## src/rtl/fsd_ram.sv

```systemverilog
// Generic simple dual-port RAM with registered read.
module fsd_ram #(
    parameter int WIDTH = 8,
    parameter int DEPTH = 256
) (
    input  logic                     aclk,
    input  logic                     we,
    input  logic [$clog2(DEPTH)-1:0] waddr,
    input  logic [WIDTH-1:0]         wdata,
    input  logic [$clog2(DEPTH)-1:0] raddr,
    output logic [WIDTH-1:0]         rdata
);

    logic [WIDTH-1:0] mem [DEPTH];

    always_ff @(posedge aclk) begin
        if (we) begin
            mem[waddr] <= wdata;
        end
        rdata <= mem[raddr];
    end

endmodule

```

## config.mk

```make
export PLATFORM = sky130hd
export DESIGN_NAME = fsd_ram
export DESIGN_NICKNAME = d
export VERILOG_FILES = /design/src/rtl/fsd_ram.sv
export SDC_FILE = /design/constraint.sdc
export NUM_CORES = 2
export LEC_CHECK = 0
export BUFFER_PORTS_ARGS = -buffer_cell sky130_fd_sc_hd__buf_2
export CELL_PAD_IN_SITES_DETAIL_PLACEMENT = 0
export CELL_PAD_IN_SITES_GLOBAL_PLACEMENT = 1
export CORE_UTILIZATION = 55
export DETAILED_ROUTE_END_ITERATION = 16
export GPL_ROUTABILITY_DRIVEN = 0
export HOLD_SLACK_MARGIN = 0.08
export PLACE_DENSITY = 0.8
export SLEW_MARGIN = 10
export SYNTH_ARGS = -nofsm -noshare
export SYNTH_HDL_FRONTEND = slang
export SYNTH_SLANG_ARGS = --single-unit
```

## constraint.sdc

```tcl
create_clock -name aclk -period 2.94 [get_ports aclk]
set_input_delay 0.147 -clock aclk [delete_from_list [all_inputs] [get_ports aclk]]
set_output_delay 0.147 -clock aclk [all_outputs]
set_load 0.03 [all_outputs]
```

==> results.yml <==
floorplanning:
  die_w_um: 382.3
  die_h_um: 382.3
  core_sq_mm: 0.1435
  ioPinCount: 34
  rows: 139
  start_util_pct: 55.45
  die_area_sq_mm: 0.1462
logic_synthesis:
  async_flop_share_pct: 0
  synth_ff_type: "edfxtp_1"
  syn_area_sq_mm: 0.07956
  yosys_warnings: 0
  syn_nets: 3759
  yosysSeqAreaShare_pct: 77.50
  syn_inst: 3733
  ys_seq_elements: 2056
  synth_edf_count: 2048
  yosysUniqueCellTypes: 55
  syn_avg_cell_area_sq_um: 21.31
placement:
  dp_slack_ns: -0.2844
  hpwl_um: 123100
  portBuffers: 33
finish:
  syn_to_final_growth_pct: 15.11
  drive_gt1_share_pct: 28.79
  final_common_cell: "edfxtp_1"
  nets: 4271
  multi_input_area_sq_mm: 0.01649
  regArea_sq_mm: 0.06166
  mostFrequentLayoutCells: "edfxtp_1, mux4_2, buf_4, nor2_1, clkbuf_16"
  nFillCells: 9326
route:
  drc: 0
  finalWirelength_um: 194400
  vias: 40690
  ant_nets: 0
  via_per_inst: 6.448
  drt-initial-drc-count: 5132
  wl_per_cell_um: 30.80
  drt_first_pass_iters: 8
timing:
  worst_pin_slew_ns: 1.113
  setup_viol: 0
  worst_slack_ns: 0.09259
  finClkSkew_ns: 0.06182
  max_freq_mhz: 351.2
  rsz0062_at_grt: "no"
  post-route-min-period_ns: 2.847
  hold_viol: 0
  slew_violations: 0
  final.period_utilization_pct: 96.85
  slew-limit-headroom_pct: 25.23
clock_tree:
  tritoncts: "yes"
  clock_path_buffers: 3
  clkLatencyLatePin_ns: 0.85
  clk_pin_slew_ns: 0.06
  cts-root-buf: "clkbuf_16"
  htree_num_levels: 4
  ctsResizeCount: 0
  cts-hold-fix-buffers: 14
  numCtsBuffers: 199
  clkSinkCount: 2056
  postCtsSetupBuffers: 0
power_and_ir_drop:
  total_power_mw: 59.91
  max-vdd-ir-drop_mv: 0.5312
  power.density_mw_per_mm2: 654.2
  total_leakage_power_nw: 29.32
critical_path:
  critPathMaxStageDelay_ns: 0.84
  crit_chain: "mux4_2 -> mux4_2 -> nor2_1 -> a2111oi_1 -> buf_4 -> nor3_1 -> nor4_1"
  crit_slowest_cell: "nor3_1"
  cp.arrival_ns: 3.52
  endpoint_kind: "flip-flop"
  crit_type: "reg2reg"
  cpMostUsedCell: "mux4_2"
  path_delay_family: "simple AND/OR/NAND/NOR gates"
  cp_num_buf_inv: 1
  crit_fanout: 1
  required_ns: 3.61
  startpoint_type: "flip-flop"
run_status:
  status: "completed"
grt:
  grt_max_degree: 110
  grt_pass1_wl_um: 283200
  overflow: 0
  grt_usage_pct: 27.01
  grt_pass1_vias: 40670
  antenna_found_initial: 10
job:
  cap_violations: 0
hold_path:
  min_path_type: "in2reg"
final timing paths:
check / slack, ns / cells past startpoint / start / to
setup / recovery: 0.09 / 7 / mem[142][4] / rdata[4]
hold / removal: 0.23 / 3 / waddr[6] / mem[232][0]
setup reg to reg: 0.09 / 7 / mem[142][4] / rdata[4]
hold reg to reg: 1.03 / 7 / mem[32][5] / rdata[5]
synth_stat cells, drive strengths merged, types with 8 or more instances:
cell | number | area, sq um
o22ai | 28 | 175.2
a211oi | 16 | 120.1
nand2 | 33 | 123.9
nand4 | 10 | 62.56
nor4 | 27 | 187.7
o221ai | 47 | 417.9
o21ai | 12 | 60.06
clkbuf | 111 | 416.7
nand3 | 34 | 170.2
a221oi | 14 | 128.9
o211ai | 10 | 75.07
nor2b | 31 | 193.9
nor3 | 22 | 110.1
a22o | 8 | 70.07
nor2 | 282 | 1059
buf | 122 | 1032
a22oi | 133 | 998.5
mux4 | 456 | 10280
mux2i | 134 | 1341
edfxtp | 2048 | 61500
dfxtp | 8 | 160.2
a21oi | 96 | 480.5
nand2b | 8 | 50.05
cells by family (layout without fill, tap and decap cells):
kind of cell           after synthesis  in the layout  share of synthesized area, %
multiplexers                       591            591                         14.62
buffers and inverters              235            907                         1.831
AO/OA/AOI/OAI                      385            385                         3.419
flip-flops                        2056           2056                         77.50
AND/OR/NAND/NOR                    466            466                         2.628
other                                0              3                             0
state kept, by name (all words and copies together), names as in the netlist:
name	flops
rdata	8
mem	2048
report_power, final:
part	total (mW)	internal, mW	switching (mW)
combinational	3.16	1.19	1.97
sequential	32.4	32.3	0.0568
clock	24.4	13.5	10.8
total	59.9	47.0	12.9
through the flow:
step	hold WS [ns]	utilization [%]	instances	TNS (ns)	area, sq um
floorplan	0.2459	-	3733	0	79560
global placement	0.6346	59.39	5933	-0.9233	85210
detailed placement	0.6343	59.39	5933	-1.075	85210
CTS	0.1497	63.82	6308	0	91570
global route	0.2097	63.82	6311	0	91570
finish	0.2305	63.82	6311	0	91570
cell type report:
class	count	share of cell area, %
antenna	3	0.008198
tap	1903	2.600
multi-input combinational	1442	18.00
sequential	2056	67.33
timing repair buffer	544	5.262
clock buffer	254	5.685
inverter	2	0.008198
clock inverter	107	1.101
tightest hold or removal path, stage by stage:
cell,delay (ns)
buf_2,0.18
nand3_1,0.34
nor2_1,0.19
layer usage:
layer / track usage (%) / vias to the layer above / wire length (um)
met2: 42.69 / 2283 / 94030
li1: - / 16710 / -
met3: 5.271 / 341 / 19360
met4: 8.526 / 4 / 5825
met5: 0 / - / 26
met1: 38.46 / 21360 / 75120
Note: power is estimated with default switching activity, not from simulation.
