===== src/rtl/fsd_pkg.sv =====
// Shared types, constants and arithmetic helpers of the palette dither block.
package fsd_pkg;

    localparam int MAX_WIDTH = 1024;
    localparam int PAL_N     = 256;
    localparam int ERR_W     = 11;

    localparam int COL_W     = $clog2(MAX_WIDTH);
    localparam int PAL_AW    = $clog2(PAL_N);
    localparam int ERR_DEPTH = 2 * MAX_WIDTH;
    localparam int ERR_AW    = $clog2(ERR_DEPTH);
    localparam int CELL_W    = 3 * ERR_W;
    localparam int RGB_W     = 24;
    localparam int CFG_W     = 16;
    localparam int CFG_AW    = 2;

    localparam logic [1:0] MODE_PIXEL    = 2'd0;
    localparam logic [1:0] MODE_LOAD_OLD = 2'd1;
    localparam logic [1:0] MODE_LOAD_NEW = 2'd2;
    localparam logic [1:0] MODE_NOP      = 2'd3;

    localparam logic [CFG_AW-1:0] CFG_IMAGE_WIDTH  = 2'd0;
    localparam logic [CFG_AW-1:0] CFG_IMAGE_HEIGHT = 2'd1;
    localparam logic [CFG_AW-1:0] CFG_OLD_SIZE     = 2'd2;
    localparam logic [CFG_AW-1:0] CFG_NEW_SIZE     = 2'd3;

    typedef struct packed {
        logic [1:0] mode;
        logic [7:0] index;
        logic [7:0] red;
        logic [7:0] green;
        logic [7:0] blue;
    } fsd_in_t;

    typedef struct packed {
        logic [7:0] new_index;
        logic       last_of_frame;
    } fsd_out_t;

    typedef struct packed {
        logic [7:0] r;
        logic [7:0] g;
        logic [7:0] b;
    } fsd_rgb_t;

    typedef struct packed {
        logic              start;
        logic              valid;
        logic [PAL_AW-1:0] idx;
    } fsd_cand_t;

    typedef enum logic [3:0] {
        ST_CLEAR,
        ST_IDLE,
        ST_SRC,
        ST_ADJ,
        ST_SCAN,
        ST_WAIT,
        ST_TAP_RD,
        ST_TAP_WR,
        ST_DONE
    } fsd_state_t;

    // Source colour plus carried error, clamped to 0..255.
    function automatic logic [7:0] clamp_byte(input logic [7:0] base,
                                              input logic signed [ERR_W-1:0] err);
        logic signed [ERR_W:0] s;
        s = $signed({{(ERR_W+1-8){1'b0}}, base}) + $signed({err[ERR_W-1], err});
        if (s[ERR_W]) begin
            return 8'd0;
        end else if (s[ERR_W-1:8] != '0) begin
            return 8'd255;
        end
        return s[7:0];
    endfunction

    // One diffusion term: (e*wt+8) >>> 4.
    function automatic logic signed [7:0] spread(input logic signed [8:0] e,
                                                 input logic [2:0] wt);
        logic signed [12:0] p;
        p = $signed({{4{e[8]}}, e}) * $signed({10'd0, wt}) + 13'sd8;
        return $signed(p[11:4]);
    endfunction

    // Stored error plus a term, saturated to the cell width.
    function automatic logic signed [ERR_W-1:0] sat_add(input logic signed [ERR_W-1:0] acc,
                                                        input logic signed [7:0] d);
        logic signed [ERR_W:0] s;
        s = $signed({acc[ERR_W-1], acc}) + $signed({{(ERR_W-7){d[7]}}, d});
        if (s[ERR_W] != s[ERR_W-1]) begin
            return s[ERR_W] ? {1'b1, {(ERR_W-1){1'b0}}} : {1'b0, {(ERR_W-1){1'b1}}};
        end
        return s[ERR_W-1:0];
    endfunction

endpackage


===== src/rtl/fsd_nearest.sv =====
// Nearest-colour unit: squared RGB distance per candidate and running minimum.
module fsd_nearest (
    input  logic                      aclk,
    input  logic                      aresetn,
    input  fsd_pkg::fsd_cand_t        cand,
    input  fsd_pkg::fsd_rgb_t         cand_rgb,
    input  fsd_pkg::fsd_rgb_t         pix_rgb,
    output logic [fsd_pkg::PAL_AW-1:0] best_idx,
    output fsd_pkg::fsd_rgb_t         best_rgb
);
    import fsd_pkg::*;

    logic signed [8:0]  t_r, t_g, t_b;
    logic signed [17:0] p_r, p_g, p_b;
    logic [15:0]        sq_r_reg, sq_g_reg, sq_b_reg;
    logic               s1_v_reg;
    logic [PAL_AW-1:0]  s1_idx_reg;
    fsd_rgb_t           s1_rgb_reg;
    logic [17:0]        dist_sum;
    logic [17:0]        best_d_reg;
    logic [PAL_AW-1:0]  best_idx_reg;
    fsd_rgb_t           best_rgb_reg;

    assign t_r = $signed({1'b0, pix_rgb.r}) - $signed({1'b0, cand_rgb.r});
    assign t_g = $signed({1'b0, pix_rgb.g}) - $signed({1'b0, cand_rgb.g});
    assign t_b = $signed({1'b0, pix_rgb.b}) - $signed({1'b0, cand_rgb.b});
    assign p_r = t_r * t_r;
    assign p_g = t_g * t_g;
    assign p_b = t_b * t_b;

    always_ff @(posedge aclk) begin
        if (!aresetn) begin
            s1_v_reg <= 1'b0;
        end else begin
            s1_v_reg <= cand.valid;
        end
    end

    always_ff @(posedge aclk) begin
        sq_r_reg   <= p_r[15:0];
        sq_g_reg   <= p_g[15:0];
        sq_b_reg   <= p_b[15:0];
        s1_idx_reg <= cand.idx;
        s1_rgb_reg <= cand_rgb;
    end

    assign dist_sum = 18'(sq_r_reg) + 18'(sq_g_reg) + 18'(sq_b_reg);

    // Strict compare in ascending order keeps the lowest index on a tie.
    always_ff @(posedge aclk) begin
        if (cand.start) begin
            best_d_reg   <= '1;
            best_idx_reg <= '0;
        end else if (s1_v_reg && (dist_sum < best_d_reg)) begin
            best_d_reg   <= dist_sum;
            best_idx_reg <= s1_idx_reg;
            best_rgb_reg <= s1_rgb_reg;
        end
    end

    assign best_idx = best_idx_reg;
    assign best_rgb = best_rgb_reg;

endmodule


===== config.mk =====
export PLATFORM = sky130hd
export DESIGN_NAME = fsd_nearest
export DESIGN_NICKNAME = d
export VERILOG_FILES = /design/src/rtl/fsd_pkg.sv /design/src/rtl/fsd_nearest.sv
export SDC_FILE = /design/constraint.sdc
export NUM_CORES = 1
export LEC_CHECK = 0
export ABC_AREA = 1
export BUFFER_PORTS_ARGS = -buffer_cell sky130_fd_sc_hd__buf_2
export CAP_MARGIN = 20
export CORE_AREA = 2 2 174 176
export DETAILED_ROUTE_END_ITERATION = 8
export DIE_AREA = 0 0 176 178
export HOLD_SLACK_MARGIN = 0.1
export PLACE_DENSITY = 0.76
export SYNTH_ARGS = -nofsm -noshare
export SYNTH_HDL_FRONTEND = slang
export SYNTH_SLANG_ARGS = --single-unit
export TNS_END_PERCENT = 100

===== constraint.sdc =====
create_clock -name aclk -period 5.05 [get_ports aclk]
set_clock_uncertainty 0.05 [all_clocks]
set_input_delay 0.2525 -clock aclk [delete_from_list [all_inputs] [get_ports aclk]]
set_output_delay 0.2525 -clock aclk [all_outputs]
set_load 0.005 [all_outputs]

==> flow_summary.json <==
{
  "num_rows": 63,
  "grt_pass1_wl_um": 52850,
  "multi_input_area_um2": 10020,
  "fin_tns_setup_ns": -0.1553,
  "synth_top_area_share": 0.2580,
  "clock_latency_ns": 0.46,
  "violations": "setup timing",
  "fillCellCount": 2247,
  "max_freq_mhz": 195.8,
  "rsz0062_at_grt": "yes",
  "synth.yosys.seq_area_share": 0.2137,
  "synth_cell_types": 48,
  "synth-seq-cells": 128,
  "hpwl_um": 24350,
  "worst_ep_required_time_ns": 5.36,
  "min_period_over_period": 1.011,
  "crit_arrival_ns": 5.42,
  "path_depth": 29,
  "synth_ff_type": "dfxtp_1",
  "yosysWarnings": 0,
  "status": "finished, violations left",
  "fin_crit_ns": 5.107,
  "async_reset_ff_frac": 0,
  "boundaryPins": 92,
  "setup_violations": 6,
  "vias_per_cell": 4.874,
  "synthTopCellsByArea": "fa_1 (26%), dfxtp_1 (16%), ha_1 (15%), inv_1 (10%), nand2_1 (8.0%)",
  "hold_viol": 0,
  "drtIter0Drc": 529,
  "firstDrtPassIters": 5,
  "synth_area_um2": 13110,
  "worst_pin_slew_ns": 0.7598,
  "seqCellArea_um2": 2803,
  "num_vias": 11416,
  "crit_type": "in2reg",
  "synth_edf_count": 24,
  "cts.htree.levels": 4,
  "path_buf_inv": 9,
  "cpPeakStageDelay_ns": 0.57,
  "area_delta_synth_final_pct": 38.03,
  "grtUsageTotal": 0.2117,
  "hold_path.class": "reg2reg",
  "rr_worst_depth": 16,
  "ant_nets": 0,
  "cts_tree": "built",
  "start_util": 0.4460,
  "slew_headroom": 0.4903,
  "synthCells": 1546,
  "clk_pin_slew_ns": 0.07,
  "path_delay_family": "adder cells",
  "cts_buffer_depth": 2,
  "wl_per_cell_um": 14.80,
  "drt_wl_total_um": 34670,
  "gp_congestion": 0.9056,
  "antenna_found_initial": 0,
  "drive_gt1_frac": 0.3335,
  "fp.dieH_um": 178,
  "die_w_um": 176,
  "final_nets": 2329,
  "post-route-drc-count": 0,
  "clkSinkCount": 128,
  "antennaDiodeCount": 0,
  "place.port_buffers": 91,
  "clockRootBuffer": "clkbuf_16",
  "dieArea_um2": 31330,
  "critPathSlowestCell": "fa_2",
  "grt-ovfl-total": 0,
  "start_kind": "primary input",
  "post-synth-top-count-cell": "inv_1",
  "numCtsBuffers": 17,
  "worstPathMaxFanout": 6,
  "max_cap_violations": 0,
  "syn_avg_cell_area_um2": 8.482,
  "end_kind": "flip-flop",
  "finalMaxSlewViolations": 0,
  "synth_common_cells": "inv_1 (353), nand2_1 (279), fa_1 (169)",
  "synth_top_area_cell": "fa_1",
  "grt_max_degree": 28,
  "layout_setup_ws_ns": -0.05746,
  "grt_pass1_vias": 11980,
  "core-area_um2": 29400,
  "min_path_cells": 0
}
-- per-stage QoR --
step / cell area [um2] / setup WS (ns) / util / instances / hold slack [ns]
6_report: 18100 / -0.05746 / 0.6156 / 2342 / 0.3506
5_1_grt: 18100 / -0.2357 / 0.6156 / 2342 / 0.3594
4_1_cts: 17020 / -0.009709 / 0.5788 / 2310 / 0.3348
3_5_place_dp: 16020 / -0.6488 / 0.5447 / 2243 / 0.3061
3_3_place_gp: 16020 / -0.4671 / 0.5447 / 2243 / 0.3062
2_1_floorplan: 13420 / -0.1360 / - / 1547 / 0.2302
-- worst paths after layout --
check | from | endpoint | slack, ns
worst max-delay path | pix_rgb[0] | sq_b_reg[14] | -0.06
worst min-delay path | s1_rgb_reg[17] | best_rgb[17] | 0.35
worst max register to register | sq_r_reg[10] | best_rgb[13] | 1.07
worst min register to register | s1_rgb_reg[17] | best_rgb[17] | 0.35
-- routing by layer --
| metal | share of wire | track usage |
|---|---|---|
| met1 | 0.40 | 0.2494 |
| met2 | 0.52 | 0.3866 |
| met3 | 0.045 | 0.03367 |
| met4 | 0.038 | 0.08264 |
| met5 | 0 | 0 |
-- area by class of cell --
class	count	area share
Clock buffer	18	0.02489
Multi-Input combinational cell	1044	0.5534
Tap cell	390	0.02696
Timing Repair Buffer	383	0.1546
Clock inverter	14	0.007189
Sequential cell	128	0.1548
Inverter	365	0.07811
-- cell families after synthesis --
logic type,share of synthesized area
flip-flops,0.2137
adder cells (fa/ha/maj),0.4116
buffers and inverters,0.1093
other,0.0005727
AO/OA/AOI/OAI,0.04952
XOR/XNOR,0.03931
multiplexers,0.0008587
AND/OR/NAND/NOR,0.1751
-- placed cells by master, fill, tap and decap left out, types with 7 or more instances in the layout --
| master | synthesis | layout |
|---|---|---|
| nor2_1 | 136 | 90 |
| nand2_2 | 9 | 31 |
| nand3_1 | 71 | 62 |
| inv_2 | 9 | 41 |
| fa_2 | 0 | 25 |
| nand3_2 | 1 | 9 |
| inv_4 | 0 | 7 |
| buf_4 | 1 | 253 |
| a21oi_2 | 1 | 17 |
| xnor2_1 | 28 | 26 |
| fa_1 | 169 | 144 |
| nor2_2 | 3 | 30 |
| nand4_1 | 9 | 9 |
| buf_2 | 5 | 87 |
| nand2_1 | 279 | 252 |
| ha_1 | 161 | 121 |
| nor2_4 | 2 | 21 |
| xor2_1 | 29 | 25 |
| a21oi_1 | 63 | 43 |
| inv_1 | 353 | 311 |
| edfxtp_1 | 24 | 24 |
| nand2_4 | 4 | 10 |
| dlygate4sd3_1 | 0 | 34 |
| ha_4 | 0 | 37 |
| clkbuf_16 | 0 | 18 |
| o21ai_0 | 19 | 14 |
| dfxtp_1 | 104 | 104 |
-- what timing repair did --
action | 4_1_cts | 5_1_grt
hold buffers | 34 | 0
endpoints found under the setup margin | 9 | 20
gates resized for setup | 16 | 196
pin swaps | 10 | 130
endpoints found under the hold margin | 33 | 0
cloned | 0 | 2
setup buffers | 1 | 31
Power is not shown: default switching activity piles up to over one toggle a cycle in this logic, so the estimate is an artifact.
